`src/rtl/mmp_pkg.sv`:
```
package mmp_pkg;

  localparam logic [3:0] KIND_NOTE_OFF  = 4'h8;
  localparam logic [3:0] KIND_NOTE_ON   = 4'h9;
  localparam logic [3:0] KIND_AFTERTCH  = 4'hA;
  localparam logic [3:0] KIND_CTRL_CHG  = 4'hB;
  localparam logic [3:0] KIND_PROG_CHG  = 4'hC;
  localparam logic [3:0] KIND_CHAN_PRES = 4'hD;
  localparam logic [3:0] KIND_PITCH_BND = 4'hE;
  localparam logic [3:0] KIND_SYSTEM    = 4'hF;

  localparam logic [1:0] NEED_ONE = 2'd1;
  localparam logic [1:0] NEED_TWO = 2'd2;

  typedef logic [7:0] midi_byte_t;
  typedef logic [6:0] midi_data_t;

  // message types that produce a result
  function automatic logic kind_reported(input logic [3:0] kind);
    return (kind == KIND_NOTE_OFF) || (kind == KIND_NOTE_ON) ||
           (kind == KIND_CTRL_CHG) || (kind == KIND_CHAN_PRES) ||
           (kind == KIND_PITCH_BND);
  endfunction

  // data bytes a channel message needs
  function automatic logic [1:0] kind_need(input logic [3:0] kind);
    return ((kind == KIND_AFTERTCH) || (kind == KIND_PROG_CHG) ||
            (kind == KIND_CHAN_PRES)) ? NEED_ONE : NEED_TWO;
  endfunction

endpackage

```
`src/rtl/midi_message_parser.sv`:
```
// channel | direction | handshake           | payload
// in_     | input     | in_valid / in_ready | in_rx_byte[7:0]
// out_    | output    | out_valid/out_ready | out_status_byte[7:0], out_first_data[6:0],
//         |           |                     | out_second_data[6:0]
//
// one byte per cycle unless a stalled result holds the input register; a byte passes
// an input register, then the parse logic writes the result register.
// rst_n is synchronous and clears running status, counts and both valid flags.
// a stalled result holds the input register only when that byte would produce a
// result too; other bytes keep flowing past a waiting result.
module midi_message_parser (
  input  logic                clk,
  input  logic                rst_n,
  input  logic                in_valid,
  output logic                in_ready,
  input  mmp_pkg::midi_byte_t in_rx_byte,
  output logic                out_valid,
  input  logic                out_ready,
  output mmp_pkg::midi_byte_t out_status_byte,
  output mmp_pkg::midi_data_t out_first_data,
  output mmp_pkg::midi_data_t out_second_data
);
  import mmp_pkg::*;

  logic       s1_valid_r;
  midi_byte_t s1_byte_r;

  midi_byte_t running_status_r, running_status_nxt;
  logic [1:0] bytes_needed_r, bytes_needed_nxt;
  logic [1:0] bytes_seen_r, bytes_seen_nxt;
  midi_data_t held_first_r, held_first_nxt;

  logic       out_valid_r;
  midi_byte_t out_status_r;
  midi_data_t out_first_r, out_second_r;

  logic       emit;
  logic       advance;
  logic [1:0] seen_now;
  midi_data_t first_val;

  assign seen_now  = bytes_seen_r + 2'd1;
  assign first_val = (bytes_seen_r == 2'd0) ? s1_byte_r[6:0] : held_first_r;

  always_comb begin
    running_status_nxt = running_status_r;
    bytes_needed_nxt   = bytes_needed_r;
    bytes_seen_nxt     = bytes_seen_r;
    held_first_nxt     = held_first_r;
    emit               = 1'b0;
    priority if (s1_byte_r[7:4] == KIND_SYSTEM) begin
      // system and realtime bytes leave everything alone
    end else if (s1_byte_r[7]) begin
      running_status_nxt = s1_byte_r;
      bytes_seen_nxt     = 2'd0;
      bytes_needed_nxt   = kind_need(s1_byte_r[7:4]);
    end else if (running_status_r != 8'h00) begin
      held_first_nxt = first_val;
      if ((seen_now < bytes_needed_r) && (bytes_seen_r < bytes_needed_r)) begin
        bytes_seen_nxt = seen_now;
      end else begin
        bytes_seen_nxt = 2'd0;
        emit           = kind_reported(running_status_r[7:4]);
      end
    end else begin
      // data with no status held is dropped
    end
  end

  // a byte that makes no result never waits on the output side
  assign advance  = s1_valid_r && (!emit || !out_valid_r || out_ready);
  assign in_ready = !s1_valid_r || advance;

  always_ff @(posedge clk) begin
    if (!rst_n) begin
      s1_valid_r       <= 1'b0;
      out_valid_r      <= 1'b0;
      running_status_r <= 8'h00;
      bytes_needed_r   <= 2'd0;
      bytes_seen_r     <= 2'd0;
      held_first_r     <= 7'd0;
    end else begin
      if (in_ready) begin
        s1_valid_r <= in_valid;
      end
      if (advance) begin
        running_status_r <= running_status_nxt;
        bytes_needed_r   <= bytes_needed_nxt;
        bytes_seen_r     <= bytes_seen_nxt;
        held_first_r     <= held_first_nxt;
      end
      if (advance && emit) begin
        out_valid_r <= 1'b1;
      end else if (out_ready) begin
        out_valid_r <= 1'b0;
      end
    end
  end

  always_ff @(posedge clk) begin
    if (in_ready && in_valid) begin
      s1_byte_r <= in_rx_byte;
    end
    if (advance && emit) begin
      out_status_r <= running_status_r;
      if (bytes_needed_r == NEED_ONE) begin
        out_first_r  <= s1_byte_r[6:0];
        out_second_r <= 7'd0;
      end else begin
        out_first_r  <= first_val;
        out_second_r <= s1_byte_r[6:0];
      end
    end
  end

  assign out_valid       = out_valid_r;
  assign out_status_byte = out_status_r;
  assign out_first_data  = out_first_r;
  assign out_second_data = out_second_r;

endmodule

```
`config.mk`:
```
export PLATFORM = sky130hd
export DESIGN_NAME = midi_message_parser
export DESIGN_NICKNAME = d
export VERILOG_FILES = /design/src/rtl/mmp_pkg.sv /design/src/rtl/midi_message_parser.sv
export SDC_FILE = /design/constraint.sdc
export NUM_CORES = 1
export LEC_CHECK = 0
export BUFFER_PORTS_ARGS = -buffer_cell sky130_fd_sc_hd__buf_2
export CORE_MARGIN = 2
export CORE_UTILIZATION = 25
export CTS_CLUSTER_DIAMETER = 200
export DETAILED_ROUTE_END_ITERATION = 16
export SETUP_SLACK_MARGIN = 0.02
export SLEW_MARGIN = 25
export SYNTH_ARGS = -nofsm -noshare
export SYNTH_HDL_FRONTEND = slang
export SYNTH_SLANG_ARGS = --single-unit
export TNS_END_PERCENT = 10
```
`constraint.sdc`:
```
create_clock -name clk -period 4.9 [get_ports clk]
set_clock_uncertainty 0.05 [all_clocks]
set_input_delay 0.245 -clock clk [delete_from_list [all_inputs] [get_ports clk]]
set_output_delay 0.245 -clock clk [all_outputs]
set_load 0.01 [all_outputs]
```
### Word-level counts from Yosys, hierarchy flattened

Cells that the tools add are included.

| operators by class | value |
|---|---|
| muxes and demuxes | 12 |
| add/subtract/negate cells | 1 |
| reduce and logical (&&, ||, !) cells | 23 |
| bitwise operators | 2 |
| $lt $le $gt $ge | 2 |
| equal/unequal tests | 10 |

Operators by type and width:

| kind | number |
|---|---|
| $eq A4 B4 Y1 const B | 9 |
| $mux W7 | 2 |
| $logic_or A1 B1 Y1 | 9 |
| $mux W2 | 4 |
| $reduce_bool A8 Y1 | 1 |
| $mux W1 | 6 |
| $reduce_and A3 Y1 | 2 |
| $logic_and A1 B1 Y1 | 4 |
| $lt A2 B2 Y1 | 2 |
| $reduce_and A4 Y1 | 1 |
| $reduce_bool A2 Y1 | 2 |
| $logic_not A1 Y1 | 3 |
| $add A2 B1 Y2 const B | 1 |
| $eq A2 B1 Y1 const B | 1 |
| $logic_not A2 Y1 | 1 |
| $not A1 Y1 | 2 |

| word-level totals | value |
|---|---|
| flip-flop bits (word level) | 51 |
| word-level logic and storage cells | 60 |
| bits of input ports | 12 |

### Longest topological paths before layout

Gate-level depths: netlist of the first run.

| logic depth | value |
|---|---|
| word-level depth | 15 |
| depth in mapped cells | 7 |
| gate-level depth less buffers | 7 |

### Worst setup path after synthesis of the first run

No wires, ideal clock.

| path | value |
|---|---|
| kind | reg-to-reg |
| from | register bytes_seen_r[0] |
| to | register out_first_r[0], in the netlist out_first_data[0], enable pin |
| arrival time | 2.479 ns |
| buffers on the path | 0 |
| required time | 4.449 ns |
| library setup time | 0.401 ns |
| cell stages (with the launch flop) | 8 |
| slack | 1.970 ns |
| cells stage by stage | dfxtp_1 -> inv_1 -> ha_1 -> ha_1 -> mux2i_1 -> a31oi_2 -> nand3_1 -> nor2_1 |

| between the ends | value |
|---|---|
| longest elaborated chain between the ends | 12 |
| elaborated cells on any way between the ends | 13 |
| those cells by class | 1 x add/sub; 2 x order compare; 4 x mux; 6 x reduce/logical |

Ends and longest elaborated chain:

| item | RTL line | source |
|---|---|---|
| start, declared | midi_message_parser.sv:30 | `logic [1:0] bytes_seen_r, bytes_seen_nxt;` |
| start signal, assigned | midi_message_parser.sv:89 | `bytes_seen_r <= bytes_seen_nxt;` |
| $add A2 B1 Y2 | midi_message_parser.sv:42 | `assign seen_now = bytes_seen_r + 2'd1;` |
| $lt A2 B2 Y1 | midi_message_parser.sv:59 | `if ((seen_now < bytes_needed_r) && (bytes_seen_r < bytes_needed_r)) begin` |
| $logic_and A1 B1 Y1 * | midi_message_parser.sv:59 |  |
| $mux W1 * | midi_message_parser.sv:59 |  |
| $mux W1 * | midi_message_parser.sv:57 | `end else if (running_status_r != 8'h00) begin` |
| $mux W1 * | midi_message_parser.sv:53 | `end else if (s1_byte_r[7]) begin` |
| $mux W1 * | midi_message_parser.sv:51 | `priority if (s1_byte_r[7:4] == KIND_SYSTEM) begin` |
| $logic_not A1 Y1 | midi_message_parser.sv:71 | `assign advance = s1_valid_r && (!emit \|\| !out_valid_r \|\| out_ready);` |
| $logic_or A1 B1 Y1 (2 in a row) | midi_message_parser.sv:71 |  |
| $logic_and A1 B1 Y1 | midi_message_parser.sv:71 |  |
| $logic_and A1 B1 Y1 * | midi_message_parser.sv:104 | `if (advance && emit) begin` |
| end signal, assigned | midi_message_parser.sv:107 | `out_first_r <= s1_byte_r[6:0];` |
| end signal, assigned | midi_message_parser.sv:110 | `out_first_r <= first_val;` |
| end, declared | midi_message_parser.sv:35 | `midi_data_t out_first_r, out_second_r;` |

Every way passes the cells marked *; elsewhere a longest branch is shown, timed or not.
A chain may end at the register's enable or synchronous reset.

### Final worst setup path of the first run

Same ends and word-level chain as after synthesis.

==> results of run 1 <==
-- per-layer routing --
| metal | vias up | share of wire, % | global-route usage [%] |
|---|---|---|---|
| met5 | - | 0 | 0 |
| met4 | 0 | 0.94 | 2.50 |
| met3 | 5 | 5.0 | 3.72 |
| met2 | 27 | 44 | 13.6 |
| met1 | 595 | 50 | 12.9 |
| li1 | 656 | - | - |
-- through the flow --
| step | setup WS [ns] | std cells | total power, W | util (%) |
|---|---|---|---|---|
| after global placement | 2.02 | 295 | 0.000545 | 29.1 |
| final | 2.27 | 303 | 0.000824 | 30.6 |
| after CTS | 1.88 | 303 | 0.000836 | 30.5 |
| after detailed placement | 1.91 | 295 | 0.000547 | 29.1 |
| after floorplan | 1.97 | 161 | 0.000528 | - |
| after global routing | 2.07 | 303 | 0.000857 | 30.6 |
-- worst max path at each step --
stage	start	endpoint	slack, ns
after floorplan	bytes_seen_r[0]$_SDFFE_PN0P_	out_first_data[0]$_DFFE_PP_	1.97
after global placement	bytes_seen_r[0]$_SDFFE_PN0P_	out_first_data[3]$_DFFE_PP_	2.02
after detailed placement	bytes_seen_r[0]$_SDFFE_PN0P_	out_first_data[1]$_DFFE_PP_	1.91
after CTS	bytes_seen_r[0]$_SDFFE_PN0P_	out_first_data[1]$_DFFE_PP_	1.88
after global routing	bytes_seen_r[0]$_SDFFE_PN0P_	out_first_data[0]$_DFFE_PP_	2.07
final	bytes_seen_r[0]$_SDFFE_PN0P_	out_first_data[0]$_DFFE_PP_	2.27
-- Yosys cell counts (2+ instances only) --
| cell | number |
|---|---|
| clkbuf_1 | 6 |
| mux2i_1 | 15 |
| dfxtp_1 | 21 |
| a21oi_1 | 3 |
| and2_1 | 8 |
| ha_1 | 3 |
| o21ai_0 | 2 |
| nor2b_1 | 4 |
| edfxtp_1 | 30 |
| inv_1 | 7 |
| or4_1 | 3 |
| nand2_1 | 20 |
| nand2b_1 | 3 |
| nand4_1 | 2 |
| mux2_2 | 7 |
| nor2_1 | 6 |
-- report_power, final --
part / leakage, nW / switching [W] / internal (W) / total (W)
combinational: 0.370 / 0.0000258 / 0.0000244 / 0.0000502
clock: 0.0581 / 0.000135 / 0.000152 / 0.000287
sequential: 0.447 / 0.0000181 / 0.000468 / 0.000486
-- sequential cells by signal, indices dropped and copies added (netlist names) --
| register | cells |
|---|---|
| bytes_needed_r | 2 |
| s1_byte_r | 8 |
| bytes_seen_r | 2 |
| s1_valid_r | 1 |
| out_status_byte | 8 |
| running_status_r | 8 |
| held_first_r | 7 |
| out_first_data | 7 |
| out_valid | 1 |
| out_second_data | 7 |
-- logic make-up (layout without fill, tap and decap cells) --
family	after synthesis	after routing
adder cells (fa/ha/maj)	3	3
AO/OA/AOI/OAI	20	20
buffers and inverters	13	50
flip-flops	51	51
XOR/XNOR	1	1
multiplexers	22	22
AND/OR/NAND/NOR	51	51
-- final cells by class --
class                   instances  area, µm²  area share (%)
clock buffers                   5       68.8            2.75
clock inverters                 3       43.8            1.75
inverters                       7       26.3            1.05
multi-input cells              97        733            29.3
flip-flops and latches         51       1320            52.9
well taps                     105        131            5.26
repair buffers                 35        175            7.01
==> impl_metrics.ini, run 1 <==
[status]
status = finished, final reports clean

[setup_path]
r2r-start = bytes_seen_r[0]$_SDFFE_PN0P_
max_stage_delay_ns = 0.49
cp.depth = 7
cp_data_required_time_ns = 4.79
crit_chain = inv_1, ha_1, ha_1, mux2i_1, a31oi_2, nand3_1, nor2_4
crit_fanout = 22
cp_top_family = simple AND/OR/NAND/NOR gates
cpMostUsedCell = ha_1
path_buf_inv = 1
r2r-end = out_first_data[0]$_DFFE_PP_
reg2reg_slack_ns = 2.27
r2r_cells = 7
critical_path_class = reg2reg
start_kind = register
setup.worst_path.end_class = register
cpMaxStageDelayCell = nor2_4
arrival_ns = 2.53

[yosys]
synthDistinctLibCells = 37
synthAdderAreaFrac_pct = 1.79
ys_dominant_reg_cell = edfxtp_1
ys_seq_area_share_pct = 63.0
ys_seq_elements = 51
synth_edf_count = 30
synth_top_family_by_area = simple AND/OR/NAND/NOR gates
synth_compound_area_share_pct = 9.01
ys.warnings.count = 0
syn_area_mm2 = 0.00210
postSynthAreaPerCell_um2 = 13.0
ys_async_sr_fraction_pct = 0
synth_top_cell_by_area = edfxtp_1
synth_top_area_share_pct = 43.0
netlist_instances = 161
yosys-top-cells-area = edfxtp_1 43%, dfxtp_1 20%, mux2i_1 7.2%, mux2_2 3.8%, nand2_1 3.6%
yosys.area_share.simple_pct = 12.5
synth-xor-area-share_pct = 0.418
synthMuxAreaShare_pct = 10.9
synth_fp_nets = 176

[clocking]
cts-buffers-inserted = 5
clkTransAtPathRegs_ns = 0.09
cts_max_path_buffers = 2
post_cts.repair.setup_buffers = 0
cts.hold.buffers_added = 0
cts_tree = yes
cts_num_sinks = 51
ctsResizeCount = 0
clockRootBuffer = clkbuf_8
clk_latency_ns = 0.31
h-tree-depth = 2

[final_layout]
n_antenna_cell = 0
syn2layout_area_growth_pct = 19.3
final_cell_mix = 35 x buf_2, 30 x edfxtp_1, 21 x dfxtp_1
nFillCells = 853
finalNetCount = 212
final_common_cell = buf_2
layout-drive-gt1-share_pct = 30.3
stdcell_area_mm2 = 0.00250

[route]
wl_mm = 3.92
ant_nets = 0
drt-initial-drc-count = 49
vias = 1283
drc = 0
viasPerCell = 4.23
first_pass_iters = 4
wl_per_cell_um = 12.9

[min_path]
whs_path_depth = 1
min_to = s1_byte_r[7]$_DFFE_PP_
hp-class = in2reg
holdCritStartpoint = in_rx_byte[7]

[die]
die_y_um = 95.6
start_util_pct = 25.6
die_area_mm2 = 0.00913
io_pins = 36
fp.coreArea_mm2 = 0.00818
fp.dieW_um = 95.6
rows = 33

[placed_design]
dpl-instance-area_mm2 = 0.00238
gp_congestion = 0.718
io_buffers = 35
dp_hpwl_mm = 2.81

[global_routing]
grt_antenna_before_repair = 0
grt_max_degree = 27
grt_pass1_wl_mm = 6.29
track_usage_pct = 9.33
grt_overflow = 0
grt_pass1_vias = 1220

[flow_run]
max_cap_viol_count = 0

[sta]
timing.fmax_mhz = 380
fin_crit_ns = 2.63
timing.hold.ws_ns = 0.0637
rsz0062_at_grt = false
tightest_slew_ns = 0.735
slew_headroom_pct = 51.0
maxSlewViolCount = 0
finalSetupTns_ns = 0
finalSetupViolations = 0
final.period_utilization_pct = 53.8
hold_viol_final = 0

[pwr]
leakagePower_nw = 0.875
powerDensity_mw_per_mm2 = 330
ir_worst_vdd_uv = 118
(Power assumes the default switching activity.)
==> run 2: changes to the inputs <==
- clock period: 4.9 -> 2.6 ns (I/O delays scaled with it)
==> impl_metrics.ini, run 2 (synthesis results as in run 1) <==
[status]
status = finished, final reports clean

[clocking]
clkTransAtPathRegs_ns = 0.09
h-tree-depth = 2
cts_num_sinks = 51
clockRootBuffer = clkbuf_8
cts_max_path_buffers = 2
cts-buffers-inserted = 5
cts_tree = yes
post_cts.repair.setup_buffers = 0
clk_latency_ns = 0.30

[sta]
rsz0062_at_grt = true
setup_ws_ns = 0.0949
fin_crit_ns = 2.51
maxSlewViolCount = 0
hold_viol_final = 0
final.period_utilization_pct = 96.4
slew_headroom_pct = 63.9
finalSetupViolations = 0
tightest_slew_ns = 0.537
timing.fmax_mhz = 399

[setup_path]
cpMostUsedCell = ha_1
r2r-end = s1_byte_r[2]$_DFFE_PP_
start_kind = register
arrival_ns = 2.45
r2r-start = bytes_seen_r[0]$_SDFFE_PN0P_
cp_data_required_time_ns = 2.54
cpMaxStageDelayCell = nor4_1
reg2reg_slack_ns = 0.09
crit_chain = inv_1, ha_1, ha_1, nor4_1, a31oi_4, nand4_1, and2_2
critical_path_class = reg2reg
cp_top_family = simple AND/OR/NAND/NOR gates
setup.worst_path.end_class = register
path_buf_inv = 1
r2r_cells = 7
crit_fanout = 8
max_stage_delay_ns = 0.52

[flow_run]
max_cap_viol_count = 0

[global_routing]
grt_use_met1_pct = 13.4
busiest_layer = met2
grt_antenna_before_repair = 0
track_usage_pct = 9.47
grtUsageMet2_pct = 14.3
grt_pass1_vias = 1327
grt_max_degree = 26
grt_overflow = 0
grt_pass1_wl_mm = 6.56
use_met3_pct = 2.53

[die]
fp.coreArea_mm2 = 0.00818
start_util_pct = 25.6
die_area_mm2 = 0.00913
fp.dieW_um = 95.6
die_y_um = 95.6
rows = 33
io_pins = 36

[route]
first_pass_iters = 4
wl_per_cell_um = 13.3
drc = 0
ant_nets = 0
vias = 1371
drt-initial-drc-count = 76
viasPerCell = 4.35
wl_mm = 4.18

[placed_design]
io_buffers = 35
dp_hpwl_mm = 3.02
placed_cells = 299
pre_cts_ws_ns = 0.111
gp_congestion = 0.707

[min_path]
min_to = s1_valid_r$_SDFFE_PN0P_
hp-class = in2reg
holdCritStartpoint = in_valid
whs_path_depth = 3

[final_layout]
final_common_cell = buf_2
fin_cells = 315
syn2layout_area_growth_pct = 24.9
final_cell_mix = 35 x buf_2, 30 x edfxtp_1, 21 x dfxtp_1
nFillCells = 839
n_antenna_cell = 0
finalNetCount = 224
seqCellArea_mm2 = 0.00132
multi_input_area_um2 = 743
layout-drive-gt1-share_pct = 30.5

[pwr]
powerDensity_mw_per_mm2 = 596
leakagePower_nw = 0.925
ir_worst_vdd_uv = 293
==> run 2: cell count changes in the layout (fill, tap and decap cells not counted), sizes merged <==
cell and change:
clkinv -2, buf +4, dlygate4sd3 +8, clkbuf +1, clkinvlp +1
==> run 2: worst max-delay path by stage <==
| stage | startpoint | endpoint | slack (ns) | cells after the start |
|---|---|---|---|---|
| floorplan | bytes_seen_r[0]$_SDFFE_PN0P_ | out_first_data[0]$_DFFE_PP_ | 0.22 | 7 |
| global placement | bytes_seen_r[0]$_SDFFE_PN0P_ | s1_byte_r[1]$_DFFE_PP_ | 0.21 | 7 |
| detailed placement | bytes_seen_r[0]$_SDFFE_PN0P_ | s1_byte_r[2]$_DFFE_PP_ | 0.11 | 7 |
| CTS | bytes_seen_r[0]$_SDFFE_PN0P_ | s1_byte_r[2]$_DFFE_PP_ | 0.08 | 7 |
| global route | bytes_seen_r[0]$_SDFFE_PN0P_ | in_ready | -0.03 | 7 |
| finish | bytes_seen_r[0]$_SDFFE_PN0P_ | s1_byte_r[2]$_DFFE_PP_ | 0.09 | 7 |
==> run 2: layer usage <==
| metal | wire length, µm | up-vias |
|---|---|---|
| met2 | 1930 | 51 |
| met1 | 2010 | 643 |
| li1 | - | 677 |
| met3 | 244 | 0 |
| met4 | 0 | 0 |
| met5 | 0 | - |
==> run 2: final cells by class <==
type / instances / share of cell area (%)
clock inverters: 2 / 1.43
clock buffers: 6 / 2.77
inverters: 7 / 1.00
well taps: 105 / 5.02
repair buffers: 47 / 10.9
multi-input cells: 97 / 28.4
flip-flops and latches: 51 / 50.5
==> run 2: power breakdown <==
| part | leakage [nW] | total [W] | switching, W | internal, W |
|---|---|---|---|---|
| Clock | 0.0514 | 0.000536 | 0.000249 | 0.000287 |
| Combinational | 0.427 | 0.000107 | 0.0000513 | 0.0000557 |
| Sequential | 0.447 | 0.000917 | 0.0000354 | 0.000882 |
==> run 2: tightest hold or removal path, cell delays in order <==
cell	delay, ns
buf_2	0.11
inv_1	0.05
a21boi_1	0.05
==> run 2: timing repair <==
item | CTS | global route
setup endpoints to repair | 0 | 30
gates resized for setup | 0 | 2
hold buffers | 8 | 0
endpoints found under the hold margin | 8 | 0
==> run 2: stage by stage <==
step                      cell area [µm²]  util, %  hold WS [ns]  power [W]  setup TNS, ns
after floorplan                      2100        -         0.179   0.000995              0
after global placement               2420     29.6         0.258    0.00103              0
after detailed placement             2420     29.6         0.258    0.00103              0
after CTS                            2610     31.9        0.0133    0.00158              0
after global routing                 2620     32.0        0.0415    0.00163         -0.154
final                                2620     32.0        0.0212    0.00156              0
==> run 3: changes to the inputs <==
==> constraint.sdc (replaced) <==
create_clock -name clk -period 2.91 [get_ports clk]
set_clock_uncertainty 0.05 [all_clocks]
set_input_delay 0.4365 -clock clk [delete_from_list [all_inputs] [get_ports clk]]
set_output_delay 0.4365 -clock clk [all_outputs]
set_load 0.01 [all_outputs]
==> impl_metrics.ini, run 3 (synthesis results as in run 1) <==
[status]
status = finished, final reports clean

[sta]
finalSetupViolations = 0
tightest_slew_ns = 0.726
finalSetupTns_ns = 0
timing.hold.ws_ns = 0.246
maxSlewViolCount = 0
slew_headroom_pct = 51.6
rsz0062_at_grt = false
hold_viol_final = 0
final.period_utilization_pct = 94.1
fin_crit_ns = 2.74
timing.fmax_mhz = 365

[route]
viasPerCell = 4.26
wl_met2_mm = 1.79
wl_met3_um = 207
top_layer = met4
drt-initial-drc-count = 52
vias = 1300
wl_per_cell_um = 13.2
first_pass_iters = 4
wl_mm = 4.01
drc = 0
ant_nets = 0
wl_met1_mm = 1.96

[placed_design]
dpl-instance-area_mm2 = 0.00240
gp_congestion = 0.721
io_buffers = 35
dp_hpwl_mm = 2.86

[min_path]
hp-class = in2reg
whs_path_depth = 1
holdCritStartpoint = in_rx_byte[5]
min_to = s1_byte_r[5]$_DFFE_PP_

[die]
io_pins = 36
fp.coreArea_mm2 = 0.00818
fp.dieW_um = 95.6
rows = 33
die_y_um = 95.6
start_util_pct = 25.6
die_area_mm2 = 0.00913

[setup_path]
cp_data_required_time_ns = 2.42
setup.worst_path.end_class = output port
critical_path_class = reg2out
worstSetupStartpoint = bytes_seen_r[0]$_SDFFE_PN0P_
r2r_cells = 7
arrival_ns = 2.25
r2r-end = s1_byte_r[1]$_DFFE_PP_
r2r-start = bytes_seen_r[0]$_SDFFE_PN0P_
reg2reg_slack_ns = 0.40
crit_fanout = 6
start_kind = register

[clocking]
cts_tree = yes
clockRootBuffer = clkbuf_8
ctsResizeCount = 0
cts_max_path_buffers = 2
cts.hold.buffers_added = 0
clkTransAtPathRegs_ns = 0.09
h-tree-depth = 2
cts-buffers-inserted = 5
cts_num_sinks = 51
post_cts.repair.setup_buffers = 0
clk_latency_ns = 0.31

[final_layout]
final_common_cell = buf_2
final_cell_mix = 35 x buf_2, 30 x edfxtp_1, 21 x dfxtp_1
nFillCells = 838
final_util_pct = 30.6
n_antenna_cell = 0
stdcell_area_mm2 = 0.00250
syn2layout_area_growth_pct = 19.2
finalNetCount = 214
layout-drive-gt1-share_pct = 31.0

[pwr]
p_sw_w = 0.000304
p_sw_share_pct = 22.9
leakagePower_nw = 0.876
p_clk_share_pct = 31.9
powerDensity_mw_per_mm2 = 532
comb_power_share_pct = 6.5
ir_worst_vdd_uv = 205
intPower_w = 0.00103
p_seq_share_pct = 61.6

[global_routing]
grt_pass1_wl_mm = 6.43
grt_overflow = 0
grt_antenna_before_repair = 0
grt_pass1_vias = 1306
grt_max_degree = 23
track_usage_pct = 9.41

[flow_run]
max_cap_viol_count = 0
[run 3: critical path: stages (launching register included)]
cell	delay, ns
dfxtp_1	0.40
inv_1	0.06
ha_1	0.31
ha_1	0.32
mux2i_1	0.09
a31oi_2	0.37
nand4_1	0.21
buf_2	0.19
[run 3: worst max-delay path by stage]
stage	to	slack (ns)	cells after the start
after detailed placement	s1_byte_r[1]$_DFFE_PP_	0.40	7
after global routing	in_ready	0.02	7
after floorplan	out_first_data[0]$_DFFE_PP_	0.32	7
after global placement	s1_byte_r[0]$_DFFE_PP_	0.52	7
final	in_ready	0.17	7
after CTS	in_ready	0.16	7
[run 3: layout make-up]
| class | instances | area [µm²] | share of cell area, % |
|---|---|---|---|
| Clock buffer | 7 | 86.3 | 3.46 |
| Clock inverter | 1 | 8.76 | 0.351 |
| Inverter | 7 | 26.3 | 1.05 |
| Multi-Input combinational cell | 97 | 734 | 29.4 |
| Sequential cell | 51 | 1320 | 52.9 |
| Tap cell | 105 | 131 | 5.26 |
| Timing Repair Buffer | 37 | 190 | 7.61 |
[run 3: power groups by stage]
| stage | Combinational (W) | Sequential [W] | Clock [W] |
|---|---|---|---|
| finish | 0.0000860 | 0.000820 | 0.000424 |
| global route | 0.0000974 | 0.000824 | 0.000462 |
| floorplan | 0.0000711 | 0.000817 | 0 |
| CTS | 0.0000863 | 0.000820 | 0.000433 |
| detailed placement | 0.0000856 | 0.000836 | 0 |
| global placement | 0.0000843 | 0.000836 | 0 |
[run 3: per-stage QoR]
step	std cells	power [W]	worst slack, ns
6_report	305	0.00133	0.170
5_1_grt	305	0.00138	0.0229
4_1_cts	305	0.00134	0.158
3_5_place_dp	297	0.000922	0.400
3_3_place_gp	297	0.000921	0.524
2_1_floorplan	161	0.000889	0.324
[run 3: per-layer routing]
metal	vias to the layer above	GRT usage, %
met5	-	0
met1	604	12.7
met2	29	14.6
met4	0	3.21
met3	9	2.45
li1	658	-
